==> src/sv/afos_pkg.sv <==
// Shared types, widths and codes of the ADC frame offset and statistics unit.
`default_nettype none

package afos_pkg;

  // Field widths.
  localparam int RAW_W       = 16;
  localparam int CODE_W      = 12;
  localparam int COUNT_W     = 16;
  localparam int SUM_W       = 27;
  localparam int VALUE_W     = 28;
  localparam int LINE_W      = 2;
  localparam int KIND_W      = 3;
  localparam int CFG_INDEX_W = 3;
  localparam int CFG_DATA_W  = 16;

  // Defaults of the top-level parameters.
  localparam int MAX_POINTS_DEF = 32768;
  localparam int LINE_TOTAL_DEF = 4;

  // Reset values.
  localparam logic [COUNT_W-1:0] POINT_COUNT_RESET = 16'd1024;
  localparam logic [CODE_W-1:0]  MIN_RESET         = 12'hFFF;

  // Configuration register indexes.
  localparam logic [CFG_INDEX_W-1:0] REG_POINT_COUNT  = 3'd0;
  localparam logic [CFG_INDEX_W-1:0] REG_STATS_ENABLE = 3'd1;
  localparam logic [CFG_INDEX_W-1:0] REG_ZERO_LINE0   = 3'd2;
  localparam logic [CFG_INDEX_W-1:0] REG_ZERO_LINE1   = 3'd3;
  localparam logic [CFG_INDEX_W-1:0] REG_ZERO_LINE2   = 3'd4;
  localparam logic [CFG_INDEX_W-1:0] REG_ZERO_LINE3   = 3'd5;

  // Result kinds.
  typedef enum logic [KIND_W-1:0] {
    KIND_SAMPLE   = 3'd0,
    KIND_MIN      = 3'd1,
    KIND_MAX      = 3'd2,
    KIND_AVG      = 3'd3,
    KIND_INTEGRAL = 3'd4
  } kind_t;

  typedef struct packed {
    logic [RAW_W-1:0] raw_word;
  } sample_t;

  typedef struct packed {
    kind_t                     kind;
    logic [LINE_W-1:0]         line;
    logic signed [VALUE_W-1:0] value;
    logic                      last;
  } result_t;

  typedef struct packed {
    logic [CFG_INDEX_W-1:0] index;
    logic [CFG_DATA_W-1:0]  data;
  } cfg_wr_t;

  // Status of the iterative divider.
  typedef struct packed {
    logic busy;
    logic done;
  } div_status_t;

endpackage

`default_nettype wire

==> src/sv/afos_stream_if.sv <==
// Valid/ready channel with a generic payload, used for samples, results and configuration.
`default_nettype none

interface afos_stream_if #(
  parameter type payload_t = logic [7:0]
);
  logic     valid;
  logic     ready;
  payload_t payload;

  modport source (output valid, output payload, input ready);
  modport sink   (input valid, input payload, output ready);
endinterface

`default_nettype wire

==> src/sv/afos_div.sv <==
// Restoring divider that produces one quotient bit per cycle.
`default_nettype none

module afos_div (
  input  logic                         clk,
  input  logic                         rst,
  input  logic                         start,
  input  logic [afos_pkg::SUM_W-1:0]   dividend,
  input  logic [afos_pkg::COUNT_W-1:0] divisor,
  output afos_pkg::div_status_t        status,
  output logic [afos_pkg::SUM_W-1:0]   quotient
);
  import afos_pkg::*;

  localparam int STEP_W = $clog2(SUM_W);
  localparam logic [STEP_W-1:0] LastStep = STEP_W'(SUM_W - 1);

  logic              busy;
  logic              done;
  logic [STEP_W-1:0] step;
  logic [SUM_W-1:0]  dq;
  logic [COUNT_W-1:0] rem;
  logic [COUNT_W-1:0] divisor_q;

  logic [COUNT_W:0]   rem_sh;
  logic [COUNT_W+1:0] diff;
  logic               ge;

  // One trial subtraction per cycle.
  always_comb begin
    rem_sh = {rem, dq[SUM_W-1]};
    diff   = {1'b0, rem_sh} - {2'b00, divisor_q};
    ge     = ~diff[COUNT_W+1];
  end

  always_ff @(posedge clk) begin
    if (rst) begin
      busy <= 1'b0;
      done <= 1'b0;
      step <= '0;
    end else begin
      done <= 1'b0;
      if (start) begin
        busy      <= 1'b1;
        step      <= LastStep;
        dq        <= dividend;
        rem       <= '0;
        divisor_q <= divisor;
      end else if (busy) begin
        rem <= ge ? diff[COUNT_W-1:0] : rem_sh[COUNT_W-1:0];
        dq  <= {dq[SUM_W-2:0], ge};
        if (step == '0) begin
          busy <= 1'b0;
          done <= 1'b1;
        end else begin
          step <= step - 1'b1;
        end
      end
    end
  end

  assign status.busy = busy;
  assign status.done = done;
  assign quotient    = dq;

  // A start always launches a full division.
  a_start_busy: assert property (@(posedge clk) disable iff (rst) start |=> busy)
    else $error("divider did not go busy after start");
  // The partial remainder stays below the divisor.
  a_rem_bound: assert property (@(posedge clk) disable iff (rst) busy |-> rem < divisor_q)
    else $error("divider remainder out of range");
  // Completion is never flagged while a division is running.
  a_done_idle: assert property (@(posedge clk) disable iff (rst) done |-> !busy)
    else $error("divider done while busy");
  // No new division is launched over a running one.
  a_no_restart: assert property (@(posedge clk) disable iff (rst) !(start && busy))
    else $error("divider restarted while busy");

endmodule

`default_nettype wire

==> src/sv/adc_frame_offset_and_stats_unit.sv <==
// Top level of the ADC frame offset and statistics unit.
// Raw converter words arrive in frame order, point_count samples per line for
// each line in turn. Each accepted word yields one offset-corrected sample
// (low 12 bits minus 2048 minus the line's zero offset). A word that closes a
// line is followed by minimum, maximum, average and integral of that line,
// which read as zero when statistics are disabled. Between line ends, a new
// word is taken whenever the result register is empty or being read. A word
// that closes a line holds the input until its statistics have left: the
// average comes from a restoring divider that retires one quotient bit per
// cycle over the 27-bit line sum, and the four statistics then leave through
// the result register one per cycle while the receiver keeps reading.
// Configuration writes are always taken and apply from the next accepted word.
`default_nettype none

module adc_frame_offset_and_stats_unit #(
  parameter int MAX_POINTS = afos_pkg::MAX_POINTS_DEF,
  parameter int LINE_TOTAL = afos_pkg::LINE_TOTAL_DEF
) (
  input logic           clk,
  input logic           rst,
  afos_stream_if.sink   sample_in,
  afos_stream_if.source result_out,
  afos_stream_if.sink   cfg
);
  import afos_pkg::*;

  localparam logic [COUNT_W-1:0] MaxCount  = COUNT_W'(MAX_POINTS);
  localparam logic [LINE_W:0]    LineCount = (LINE_W + 1)'(LINE_TOTAL);

  typedef enum logic [2:0] {
    ST_IDLE,
    ST_DIVIDE,
    ST_EMIT_MIN,
    ST_EMIT_MAX,
    ST_EMIT_AVG,
    ST_EMIT_INT
  } state_t;

  state_t state;

  // Configuration registers.
  logic [COUNT_W-1:0] point_count;
  logic               stats_enable;
  logic [CODE_W-1:0]  zero_line [4];

  // Running line state.
  logic [COUNT_W-1:0] sample_index;
  logic [LINE_W-1:0]  line_index;
  logic [CODE_W-1:0]  running_min;
  logic [CODE_W-1:0]  running_max;
  logic [SUM_W-1:0]   running_sum;

  // Snapshot of a finished line.
  logic [CODE_W-1:0]  st_min;
  logic [CODE_W-1:0]  st_max;
  logic [SUM_W-1:0]   st_sum;
  logic [CODE_W-1:0]  st_bias;
  logic [COUNT_W-1:0] st_count;
  logic [LINE_W-1:0]  st_line;
  logic               st_enable;
  logic [VALUE_W-1:0] prod;

  // Result register.
  logic    out_valid;
  result_t out_data;

  // Divider connection.
  div_status_t       div_status;
  logic [SUM_W-1:0]  div_quotient;
  logic              div_start;

  logic [COUNT_W-1:0] n_eff;
  logic [CODE_W-1:0]  code;
  logic [CODE_W-1:0]  zero_cur;
  logic [CODE_W-1:0]  bias_cur;
  logic               eol;
  logic               out_free;
  logic               accept;
  logic [CODE_W-1:0]  new_min;
  logic [CODE_W-1:0]  new_max;
  logic [SUM_W-1:0]   new_sum;
  logic [LINE_W-1:0]  line_next;
  result_t            sample_res;
  result_t            stat_res;

  // Configuration write port; writes are never stalled.
  assign cfg.ready = 1'b1;

  always_ff @(posedge clk) begin
    if (rst) begin
      point_count  <= POINT_COUNT_RESET;
      stats_enable <= 1'b1;
      zero_line[0] <= '0;
      zero_line[1] <= '0;
      zero_line[2] <= '0;
      zero_line[3] <= '0;
    end else if (cfg.valid) begin
      unique case (cfg.payload.index)
        REG_POINT_COUNT:  point_count  <= cfg.payload.data;
        REG_STATS_ENABLE: stats_enable <= cfg.payload.data[0];
        REG_ZERO_LINE0:   zero_line[0] <= cfg.payload.data[CODE_W-1:0];
        REG_ZERO_LINE1:   zero_line[1] <= cfg.payload.data[CODE_W-1:0];
        REG_ZERO_LINE2:   zero_line[2] <= cfg.payload.data[CODE_W-1:0];
        REG_ZERO_LINE3:   zero_line[3] <= cfg.payload.data[CODE_W-1:0];
        default: ;
      endcase
    end
  end

  // Per-sample datapath: clamp the count, correct the code, update the line.
  always_comb begin
    if (point_count == '0) begin
      n_eff = COUNT_W'(1);
    end else if (point_count > MaxCount) begin
      n_eff = MaxCount;
    end else begin
      n_eff = point_count;
    end
    code     = sample_in.payload.raw_word[CODE_W-1:0];
    zero_cur = zero_line[line_index];
    // 2048 plus a signed 12-bit offset always fits 0..4095: flip the sign bit.
    bias_cur = {~zero_cur[CODE_W-1], zero_cur[CODE_W-2:0]};
    eol      = ({1'b0, sample_index} + (COUNT_W + 1)'(1)) >= {1'b0, n_eff};
    new_min  = (code < running_min) ? code : running_min;
    new_max  = (code > running_max) ? code : running_max;
    new_sum  = running_sum + SUM_W'(code);
    if ({1'b0, line_index} + (LINE_W + 1)'(1) >= LineCount) begin
      line_next = '0;
    end else begin
      line_next = line_index + 1'b1;
    end

    sample_res.kind  = KIND_SAMPLE;
    sample_res.line  = line_index;
    sample_res.value = VALUE_W'(code) - VALUE_W'(bias_cur);
    sample_res.last  = ~eol;
  end

  assign out_free        = ~out_valid | result_out.ready;
  assign sample_in.ready = (state == ST_IDLE) && out_free;
  assign accept          = sample_in.valid && sample_in.ready;
  assign div_start       = accept && eol;

  // Statistic presented in each emit state.
  always_comb begin
    stat_res.line = st_line;
    stat_res.last = 1'b0;
    unique case (state)
      ST_EMIT_MIN: begin
        stat_res.kind  = KIND_MIN;
        stat_res.value = VALUE_W'(st_min) - VALUE_W'(st_bias);
      end
      ST_EMIT_MAX: begin
        stat_res.kind  = KIND_MAX;
        stat_res.value = VALUE_W'(st_max) - VALUE_W'(st_bias);
      end
      ST_EMIT_AVG: begin
        stat_res.kind  = KIND_AVG;
        stat_res.value = VALUE_W'(div_quotient) - VALUE_W'(st_bias);
      end
      ST_EMIT_INT: begin
        stat_res.kind  = KIND_INTEGRAL;
        stat_res.value = VALUE_W'(st_sum) - prod;
        stat_res.last  = 1'b1;
      end
      default: begin
        stat_res.kind  = KIND_SAMPLE;
        stat_res.value = '0;
      end
    endcase
    if (!st_enable) begin
      stat_res.value = '0;
    end
  end

  // Offset times point count for the integral, registered ahead of use.
  always_ff @(posedge clk) begin
    prod <= VALUE_W'(st_bias) * VALUE_W'(st_count);
  end

  // Sequencer, line state and result register.
  always_ff @(posedge clk) begin
    if (rst) begin
      state        <= ST_IDLE;
      out_valid    <= 1'b0;
      sample_index <= '0;
      line_index   <= '0;
      running_min  <= MIN_RESET;
      running_max  <= '0;
      running_sum  <= '0;
    end else begin
      if (result_out.ready) begin
        out_valid <= 1'b0;
      end
      unique case (state)
        ST_IDLE: begin
          if (accept) begin
            out_valid <= 1'b1;
            out_data  <= sample_res;
            if (eol) begin
              st_min       <= new_min;
              st_max       <= new_max;
              st_sum       <= new_sum;
              st_bias      <= bias_cur;
              st_count     <= n_eff;
              st_line      <= line_index;
              st_enable    <= stats_enable;
              sample_index <= '0;
              running_min  <= MIN_RESET;
              running_max  <= '0;
              running_sum  <= '0;
              line_index   <= line_next;
              state        <= ST_DIVIDE;
            end else begin
              running_min  <= new_min;
              running_max  <= new_max;
              running_sum  <= new_sum;
              sample_index <= sample_index + 1'b1;
            end
          end
        end
        ST_DIVIDE: begin
          if (div_status.done) begin
            state <= ST_EMIT_MIN;
          end
        end
        ST_EMIT_MIN, ST_EMIT_MAX, ST_EMIT_AVG, ST_EMIT_INT: begin
          if (out_free) begin
            out_valid <= 1'b1;
            out_data  <= stat_res;
            unique case (state)
              ST_EMIT_MIN: state <= ST_EMIT_MAX;
              ST_EMIT_MAX: state <= ST_EMIT_AVG;
              ST_EMIT_AVG: state <= ST_EMIT_INT;
              default:     state <= ST_IDLE;
            endcase
          end
        end
        default: state <= ST_IDLE;
      endcase
    end
  end

  assign result_out.valid   = out_valid;
  assign result_out.payload = out_data;

  // Divider for the line average.
  afos_div u_div (
    .clk      (clk),
    .rst      (rst),
    .start    (div_start),
    .dividend (new_sum),
    .divisor  (n_eff),
    .status   (div_status),
    .quotient (div_quotient)
  );

  // A line end starts a division and the sequencer waits on it.
  a_line_end_divides: assert property (@(posedge clk) disable iff (rst)
    accept && eol |=> state == ST_DIVIDE && div_status.busy)
    else $error("line end did not start the divider");
  // While waiting, the divider is either running or just finished.
  a_divide_tracks: assert property (@(posedge clk) disable iff (rst)
    state == ST_DIVIDE |-> div_status.busy || div_status.done)
    else $error("sequencer waits on an idle divider");
  // A pending statistic belongs to the captured line.
  a_stat_line: assert property (@(posedge clk) disable iff (rst)
    out_valid && out_data.kind != KIND_SAMPLE |-> out_data.line == st_line)
    else $error("statistic carries the wrong line");
  // Disabled statistics read as zero.
  a_stat_zero: assert property (@(posedge clk) disable iff (rst)
    out_valid && out_data.kind != KIND_SAMPLE && !st_enable |-> out_data.value == '0)
    else $error("disabled statistic is not zero");

endmodule

`default_nettype wire

==> src/flat_wrapper.sv <==
// flat-port wrapper written by rule: the top's interface ports become plain ports
module adc_frame_offset_and_stats_unit_flat import afos_pkg::*;
#(
  parameter int MAX_POINTS = afos_pkg::MAX_POINTS_DEF,
  parameter int LINE_TOTAL = afos_pkg::LINE_TOTAL_DEF
)
  (clk, rst, sample_in_valid, sample_in_payload, sample_in_ready, result_out_valid, result_out_payload, result_out_ready, cfg_valid, cfg_payload, cfg_ready);
  afos_stream_if #(.payload_t(sample_t)) sample_in_i ();
  afos_stream_if #(.payload_t(result_t)) result_out_i ();
  afos_stream_if #(.payload_t(cfg_wr_t)) cfg_i ();
  input logic clk;
  input logic rst;
  input wire logic [$bits(sample_in_i.valid)-1:0] sample_in_valid;
  input wire logic [$bits(sample_in_i.payload)-1:0] sample_in_payload;
  output wire logic [$bits(sample_in_i.ready)-1:0] sample_in_ready;
  output wire logic [$bits(result_out_i.valid)-1:0] result_out_valid;
  output wire logic [$bits(result_out_i.payload)-1:0] result_out_payload;
  input wire logic [$bits(result_out_i.ready)-1:0] result_out_ready;
  input wire logic [$bits(cfg_i.valid)-1:0] cfg_valid;
  input wire logic [$bits(cfg_i.payload)-1:0] cfg_payload;
  output wire logic [$bits(cfg_i.ready)-1:0] cfg_ready;
  assign sample_in_i.valid = sample_in_valid;
  assign sample_in_i.payload = sample_in_payload;
  assign sample_in_ready = sample_in_i.ready;
  assign result_out_valid = result_out_i.valid;
  assign result_out_payload = result_out_i.payload;
  assign result_out_i.ready = result_out_ready;
  assign cfg_i.valid = cfg_valid;
  assign cfg_i.payload = cfg_payload;
  assign cfg_ready = cfg_i.ready;
  adc_frame_offset_and_stats_unit #(.MAX_POINTS(MAX_POINTS), .LINE_TOTAL(LINE_TOTAL)) u_core (.clk(clk), .rst(rst), .sample_in(sample_in_i), .result_out(result_out_i), .cfg(cfg_i));
endmodule
==> config.mk <==
export PLATFORM = sky130hd
export DESIGN_NAME = adc_frame_offset_and_stats_unit_flat
export DESIGN_NICKNAME = d
export VERILOG_FILES = /design/src/sv/afos_pkg.sv /design/src/sv/afos_stream_if.sv /design/src/sv/afos_div.sv /design/src/sv/adc_frame_offset_and_stats_unit.sv /design/src/flat_wrapper.sv
export SDC_FILE = /design/constraint.sdc
export NUM_CORES = 1
export LEC_CHECK = 0
export ABC_AREA = 1
export BUFFER_PORTS_ARGS = -buffer_cell sky130_fd_sc_hd__buf_2
export CAP_MARGIN = 20
export CORE_ASPECT_RATIO = 0.9
export CORE_MARGIN = 5
export CORE_UTILIZATION = 25
export CTS_BUF_LIST = sky130_fd_sc_hd__clkbuf_4 sky130_fd_sc_hd__clkbuf_8
export CTS_CLUSTER_SIZE = 25
export DETAILED_ROUTE_END_ITERATION = 7
export PLACE_DENSITY_LB_ADDON = 0.12
export SYNTH_ARGS = -nofsm -noshare
export SYNTH_HDL_FRONTEND = slang
export SYNTH_HIERARCHICAL = 1
export SYNTH_SLANG_ARGS = --single-unit
==> constraint.sdc <==
create_clock -name clk -period 11.84 [get_ports clk]
set_input_delay 0 -clock clk [delete_from_list [all_inputs] [get_ports clk]]
set_output_delay 0 -clock clk [all_outputs]
set_load 0.1 [all_outputs]
# After elaboration in Yosys (flattened, before gate mapping)
# Memories as Yosys holds them, arrays and structs flattened. A register that Yosys moved wholly into a read port is not among the register bits.
# Index checks and enable logic that the tools add are counted.
# totals
ramBits	48
ff_bits	300
word_cells	158
memories	1
# memory_table
memory	depth	width	read_ports	rd_ports_with_merged_regs	write_ports	line_no	text
u_core.zero_line	4	12	1	1	4	adc_frame_offset_and_stats_unit.sv:44	logic [CODE_W-1:0] zero_line [4];
# op_classes
order_cmp	5
muxes	61
n_eq_ne	15
addsub	12
bitwise	12
n_reduce_logical	23
multipliers	1
# ops
operator	n
28-bit case mux with 4 select lines	1
12-bit 2-to-1 mux	8
27-bit 2-to-1 mux	3
16-bit 2-to-1 mux	5
34-bit 2-to-1 mux	2
34-bit case mux with 2 select lines	1
12-bit by 12-bit subtractor with 13-bit output	3
12-bit by 16-bit multiplier with 28-bit output	1
28-bit 2-to-1 mux	1
27-bit by 12-bit subtractor with 28-bit output	1
27-bit by 28-bit subtractor with 28-bit output	1
27-bit by 12-bit adder with 27-bit output	1
1-bit 2-to-1 mux	26
3-bit case mux with 3 select lines	2
17-bit by 16-bit subtractor with 18-bit output	1
16-bit by 1-bit adder with 17-bit output, second input constant	1
17-bit by 16-bit >= comparator with 1-bit output	1
16-bit by 1-bit adder with 16-bit output, second input constant	1
16-bit > comparator, second input constant	1
16-bit zero test	1
5-bit 2-to-1 mux	3
2-bit AND reduction	7
3-bit by 2-bit == test with 1-bit output, second input constant	4
3-bit == test, second input constant	4
other kinds (24)	49

# Logic depth before layout (Yosys ltp)
# depth
ltp_word	7
mapped_depth	25

# By module
# Netlist, hierarchy kept.
# by_module_without_submodules
module	cells_per_inst	seq_area_each_um2	instances	area_per_inst_um2
adc_frame_offset_and_stats_unit	3299	7327.0	1	24503.5
afos_div	482	1911.8	1	3837.4

# Worst setup path before layout
# No wires, ideal clock.
# synth_path
path_type	register -> register
start	register u_core.sample_index[0]
end	register u_core.u_div.dq[0] (netlist: u_core/u_div/quotient[0]), enable pin
stages_incl_launch_ff	23
path_slack_ns	6.428
required_time_ns	11.382
arrival_time_ns	4.954
cell_sequence	dfxtp_1 ha_1 nand2_1 nor2_4 nand3b_2 nor2_1 xor2_1 inv_1 ha_1 nand2_1 nor2_1 nand2_1 nor2_1 a21oi_1 nand2_1 inv_2 nand2_4 nand2_4 inv_1 buf_2 inv_1 clkbuf_1 a21oi_1
# synth_via
elab_chain_cells	5
# synth_lines
item	line_no	text
from (decl)	adc_frame_offset_and_stats_unit.sv:47	logic [COUNT_W-1:0] sample_index;
from (signal assigned)	adc_frame_offset_and_stats_unit.sv:218	sample_index <= sample_index + 1'b1;
16-bit by 1-bit adder with 17-bit output	adc_frame_offset_and_stats_unit.sv:123	eol = ({1'b0, sample_index} + (COUNT_W + 1)'(1)) >= {1'b0, n_eff};
17-bit by 16-bit >= comparator with 1-bit output	adc_frame_offset_and_stats_unit.sv:123	
1-bit logical AND	adc_frame_offset_and_stats_unit.sv:142	assign div_start = accept && eol;
net u_core.div_start	adc_frame_offset_and_stats_unit.sv:70	logic div_start;
2-bit nonzero test (no line)	n/a	
2-bit AND reduction (no line)	n/a	
to (signal assigned)	afos_div.sv:46	dq <= dividend;
to (signal assigned)	afos_div.sv:51	dq <= {dq[SUM_W-2:0], ge};
to (decl)	afos_div.sv:21	logic [SUM_W-1:0] dq;
# The timed path passes the listed nets, and every way through them passes these cells.
# A chain may end at the register's enable or synchronous reset.

# Worst setup path after layout
# layout_path
start	register u_core.st_bias[3]
end	register u_core.prod[22]
# layout_via
elab_chain_cells	1
# layout_lines
item	line_no	text
from (decl)	adc_frame_offset_and_stats_unit.sv:57	logic [CODE_W-1:0] st_bias;
from (signal assigned)	adc_frame_offset_and_stats_unit.sv:204	st_bias <= bias_cur;
12-bit by 16-bit multiplier with 28-bit output	adc_frame_offset_and_stats_unit.sv:178	prod <= VALUE_W'(st_bias) * VALUE_W'(st_count);
to (signal assigned)	adc_frame_offset_and_stats_unit.sv:178	
to (decl)	adc_frame_offset_and_stats_unit.sv:61	logic [VALUE_W-1:0] prod;
# Every way passes these cells.

==> summary.md <==
| Metric | Value |
|---|---|
| Remaining global-route overflow | `0` |
| Cell depth of the worst flop-to-flop path | `16` |
| DR iter-0 viols | `about 1300` |
| CTS resizes | `0` |
| Vias in the first global route | `approximately 24000` |
| TritonCTS Buffers | `73` |
| Horizontal die dimension | `about 360 um` |
| YS warnings | `6` |
| Wire length of the first global-routing pass | `146000 um` |
| Capture point of the worst reg-to-reg path | `u_core/prod[22]` |
| 1st-pass router iterations | `5` |
| Crit path time final | `~5700 ps` |
| Number of sinks on the clock net | `350` |
| DIE AREA | `between 0.1 and 0.15 mm^2` |
| Beginning of the worst hold path | `cfg_payload[14]` |
| Cell Count, Final, Fillers Out | `5425` |
| CP Max Fanout | `17` |
| Worst-skew pair later-pin latency | `700 ps` |
| Critical setup path kind | `reg -> reg` |
| Worst slew margin | `23.4%` |
| Total count of max-transition violations in the final report | `0` |
| Inst Count DP | `5248` |
| Power share of the combinational group | `between 40% and 50%` |
| Initial cell density of the core | `25.1%` |
| Count of pins on the block boundary | `77` |
| Fin worst setup slack | `just over 6000 ps` |
| Number of vias per cell | `about 4.4` |
| Post-DRT Antenna Nets | `0` |
| Outcome | `complete, no violations` |
| Final-layout worst hold slack | `between 100 and 150 ps` |
| Transition time at the pin with the least slew margin | `approximately 1100 ps` |
| Unrepaired setup endpoints after global routing | `no` |
| Final setup vio count | `0` |
| Kind of launch point of the worst setup path | `flop` |
| Post-synthesis area per instance | `around 7.5 um^2` |
| Ratio of total power to cell area | `150 mW/mm^2` |
| DRC violations left | `0` |
| Post-placement setup slack | `between 6000 and 7000 ps` |
| Number of antenna violations at the first check in global routing | `3` |
| Number of maximum-capacitance violations | `0` |
| Cells after synthesis | `roughly 3800` |
| Clock share of power | `between 20% and 30%` |
| Final period utilization | `between 40% and 50%` |
| Switching power | `roughly 2.0 mW` |
| Number of nets in the final layout | `~4300` |
| Floorplan core area | `between 0.1 and 0.15 mm^2` |
| Worst setup EP type | `flop` |
| Height of the chip | `329 um` |
| Part of the power in registers | `between 30% and 40%` |
| Via count | `about 24000` |
| Setup TNS | `0 ps` |
| Net count after synthesis | `around 4200` |
| Most used cell, CP | `sky130_fd_sc_hd__fa_1` |
| Max Freq | `177 MHz` |
| Sequence of cells on the critical path | `nand2_1 -> fa_1 -> fa_1 -> inv_1 -> fa_1 -> fa_1 -> inv_1 -> fa_1 -> inv_1 -> ha_1 -> a21oi_1 -> o21ai_0 -> a21oi_1 -> o21ai_0 -> a21oi_1 -> xnor2_1` |
| Combined global-route utilization of all metal layers | `15.9%` |
| Detailed-placement wirelength estimate | `72800 um` |
| Final Hold Fails | `0` |
| Routed length per instance | `around 18 um` |
| H-Tree Level Count | `3` |
| Clock tree from TritonCTS | `yes` |
| Data required time of the worst path | `roughly 12000 ps` |
| Clock input transition at the sequential cells of the worst setup and hold paths | `60 ps` |
| Root cell of the clock tree | `sky130_fd_sc_hd__clkbuf_8` |
| Rows | `around 120` |
| Final Skew | `between 40 and 50 ps` |
| Total standard cell area after synthesis | `0.0283 mm^2` |
| Post-CTS setup-driven buffer insertion count | `0` |
| Worst Hold Path EP | `u_core/point_count[14]` |
| CTS max path bufs | `3` |
| Biggest cell delay along the critical path | `1090 ps` |
| Cell with the largest stage delay on the worst path | `sky130_fd_sc_hd__edfxtp_1` |
| Worst flop-to-flop path startpoint | `u_core/st_bias[3]` |
| Leak pwr | `15.6 nW` |
| Critical path data arrival time | `about 6300 ps` |
| Internal Power | `approximately 2.8 mW` |
| Largest net degree at the start of global routing | `59` |
| IO Port Bufs | `71` |
| Routability congestion estimate from global placement | `approximately 0.85` |
| Sw Share | `42.5%` |
| Worst hold path stage count | `4` |
| Maximum VDD drop | `~0.00010 V` |
| Worst reg-to-reg setup slack | `approximately 6200 ps` |
| Final routed wirelength across all metal layers | `95000 um` |
| P&R area growth vs syn | `13.4%` |
| Class of the worst hold path | `in -> reg` |
| Share of layout cells above drive strength 1 | `under 10%` |
## timing repair
| action | in CTS | in global routing |
|---|---|---|
| endpoints found under the setup margin | 0 | 0 |
| hold endpoints to repair | 132 | 0 |
| hold buffers | 39 | 0 |
## per-stage QoR
stage | total power [mW] | instance area [um^2] | util (%)
detailed placement | 3.51 | 30200 | 26.8
finish | 4.81 | 32100 | 28.5
floorplan | 2.92 | 28300 | -
global route | 5.20 | 32100 | 28.5
global placement | 3.52 | 30200 | 26.8
CTS | 4.91 | 32100 | 28.5
## cells in the final DEF (no fill, tap or decap), types with 52 or more instances in the layout
cell / n
sky130_fd_sc_hd__nand2_1: 1130
sky130_fd_sc_hd__inv_1: 667
sky130_fd_sc_hd__nor2_1: 252
sky130_fd_sc_hd__nand3_1: 236
sky130_fd_sc_hd__a21oi_1: 228
sky130_fd_sc_hd__edfxtp_1: 223
sky130_fd_sc_hd__ha_1: 211
sky130_fd_sc_hd__fa_1: 147
sky130_fd_sc_hd__dfxtp_1: 127
sky130_fd_sc_hd__o21ai_0: 106
sky130_fd_sc_hd__clkbuf_8: 81
sky130_fd_sc_hd__buf_2: 70
sky130_fd_sc_hd__nand4_1: 52
## metal layers
| layer | share of wire [%] | up-vias | GRT usage, % |
|---|---|---|---|
| li1 | - | 12200 | - |
| met1 | 51 | 11400 | 23.1 |
| met2 | 44 | 408 | 25.4 |
| met3 | 3.3 | 99 | 1.89 |
| met4 | 1.8 | 0 | 3.25 |
| met5 | 0 | - | 0 |
## how the worst max path moves through the flow
| stage | start | endpoint | slack, ps | cells past startpoint |
|---|---|---|---|---|
| global placement | u_core/st_bias[3] | u_core/prod[22] | 6150 | 16 |
| CTS | u_core/st_bias[3] | u_core/prod[22] | 6180 | 16 |
| detailed placement | u_core/st_bias[3] | u_core/prod[22] | 6180 | 16 |
| finish | u_core/st_bias[3] | u_core/prod[22] | 6180 | 16 |
| global route | u_core/st_bias[3] | u_core/prod[22] | 5890 | 16 |
| floorplan | u_core/sample_index[0] | u_core/u_div/quotient[0] | 6430 | 22 |
## state kept, by name, summed over array words and instances, names as in the netlist, 27 cells and up, named ones only
register,cells
u_core/zero_line,48
u_core/result_out.payload,34
u_core/prod,28
u_core/running_sum,27
u_core/st_sum,27
u_core/u_div/quotient,27
## cell type report
cell class	count	area, um^2
fillers	12500	80700
diodes	3	7.51
well taps	1487	1860
clock inverters	28	184
clock buffers	107	1310
multi-input cells	2639	16100
inverters	678	2550
flip-flops and latches	350	9240
repair buffers	133	921
## critical path: cells and delay by family (launching register included)
kind	cells	cell delay [ps]
AO/OA/AOI/OAI	5	1070
buffers and inverters	3	160
flip-flops	1	1090
adder cells (fa/ha/maj)	6	2950
AND/OR/NAND/NOR	1	170
XOR/XNOR	1	130
## power groups by stage
stage | clock network [mW] | logic [mW] | registers [mW]
floorplan | 0 | 1.24 | 1.68
global placement | 0 | 1.97 | 1.55
detailed placement | 0 | 1.96 | 1.56
CTS | 1.40 | 1.98 | 1.53
global route | 1.45 | 2.21 | 1.54
finish | 1.33 | 1.95 | 1.53
Note: power is estimated with default switching activity, not from simulation.
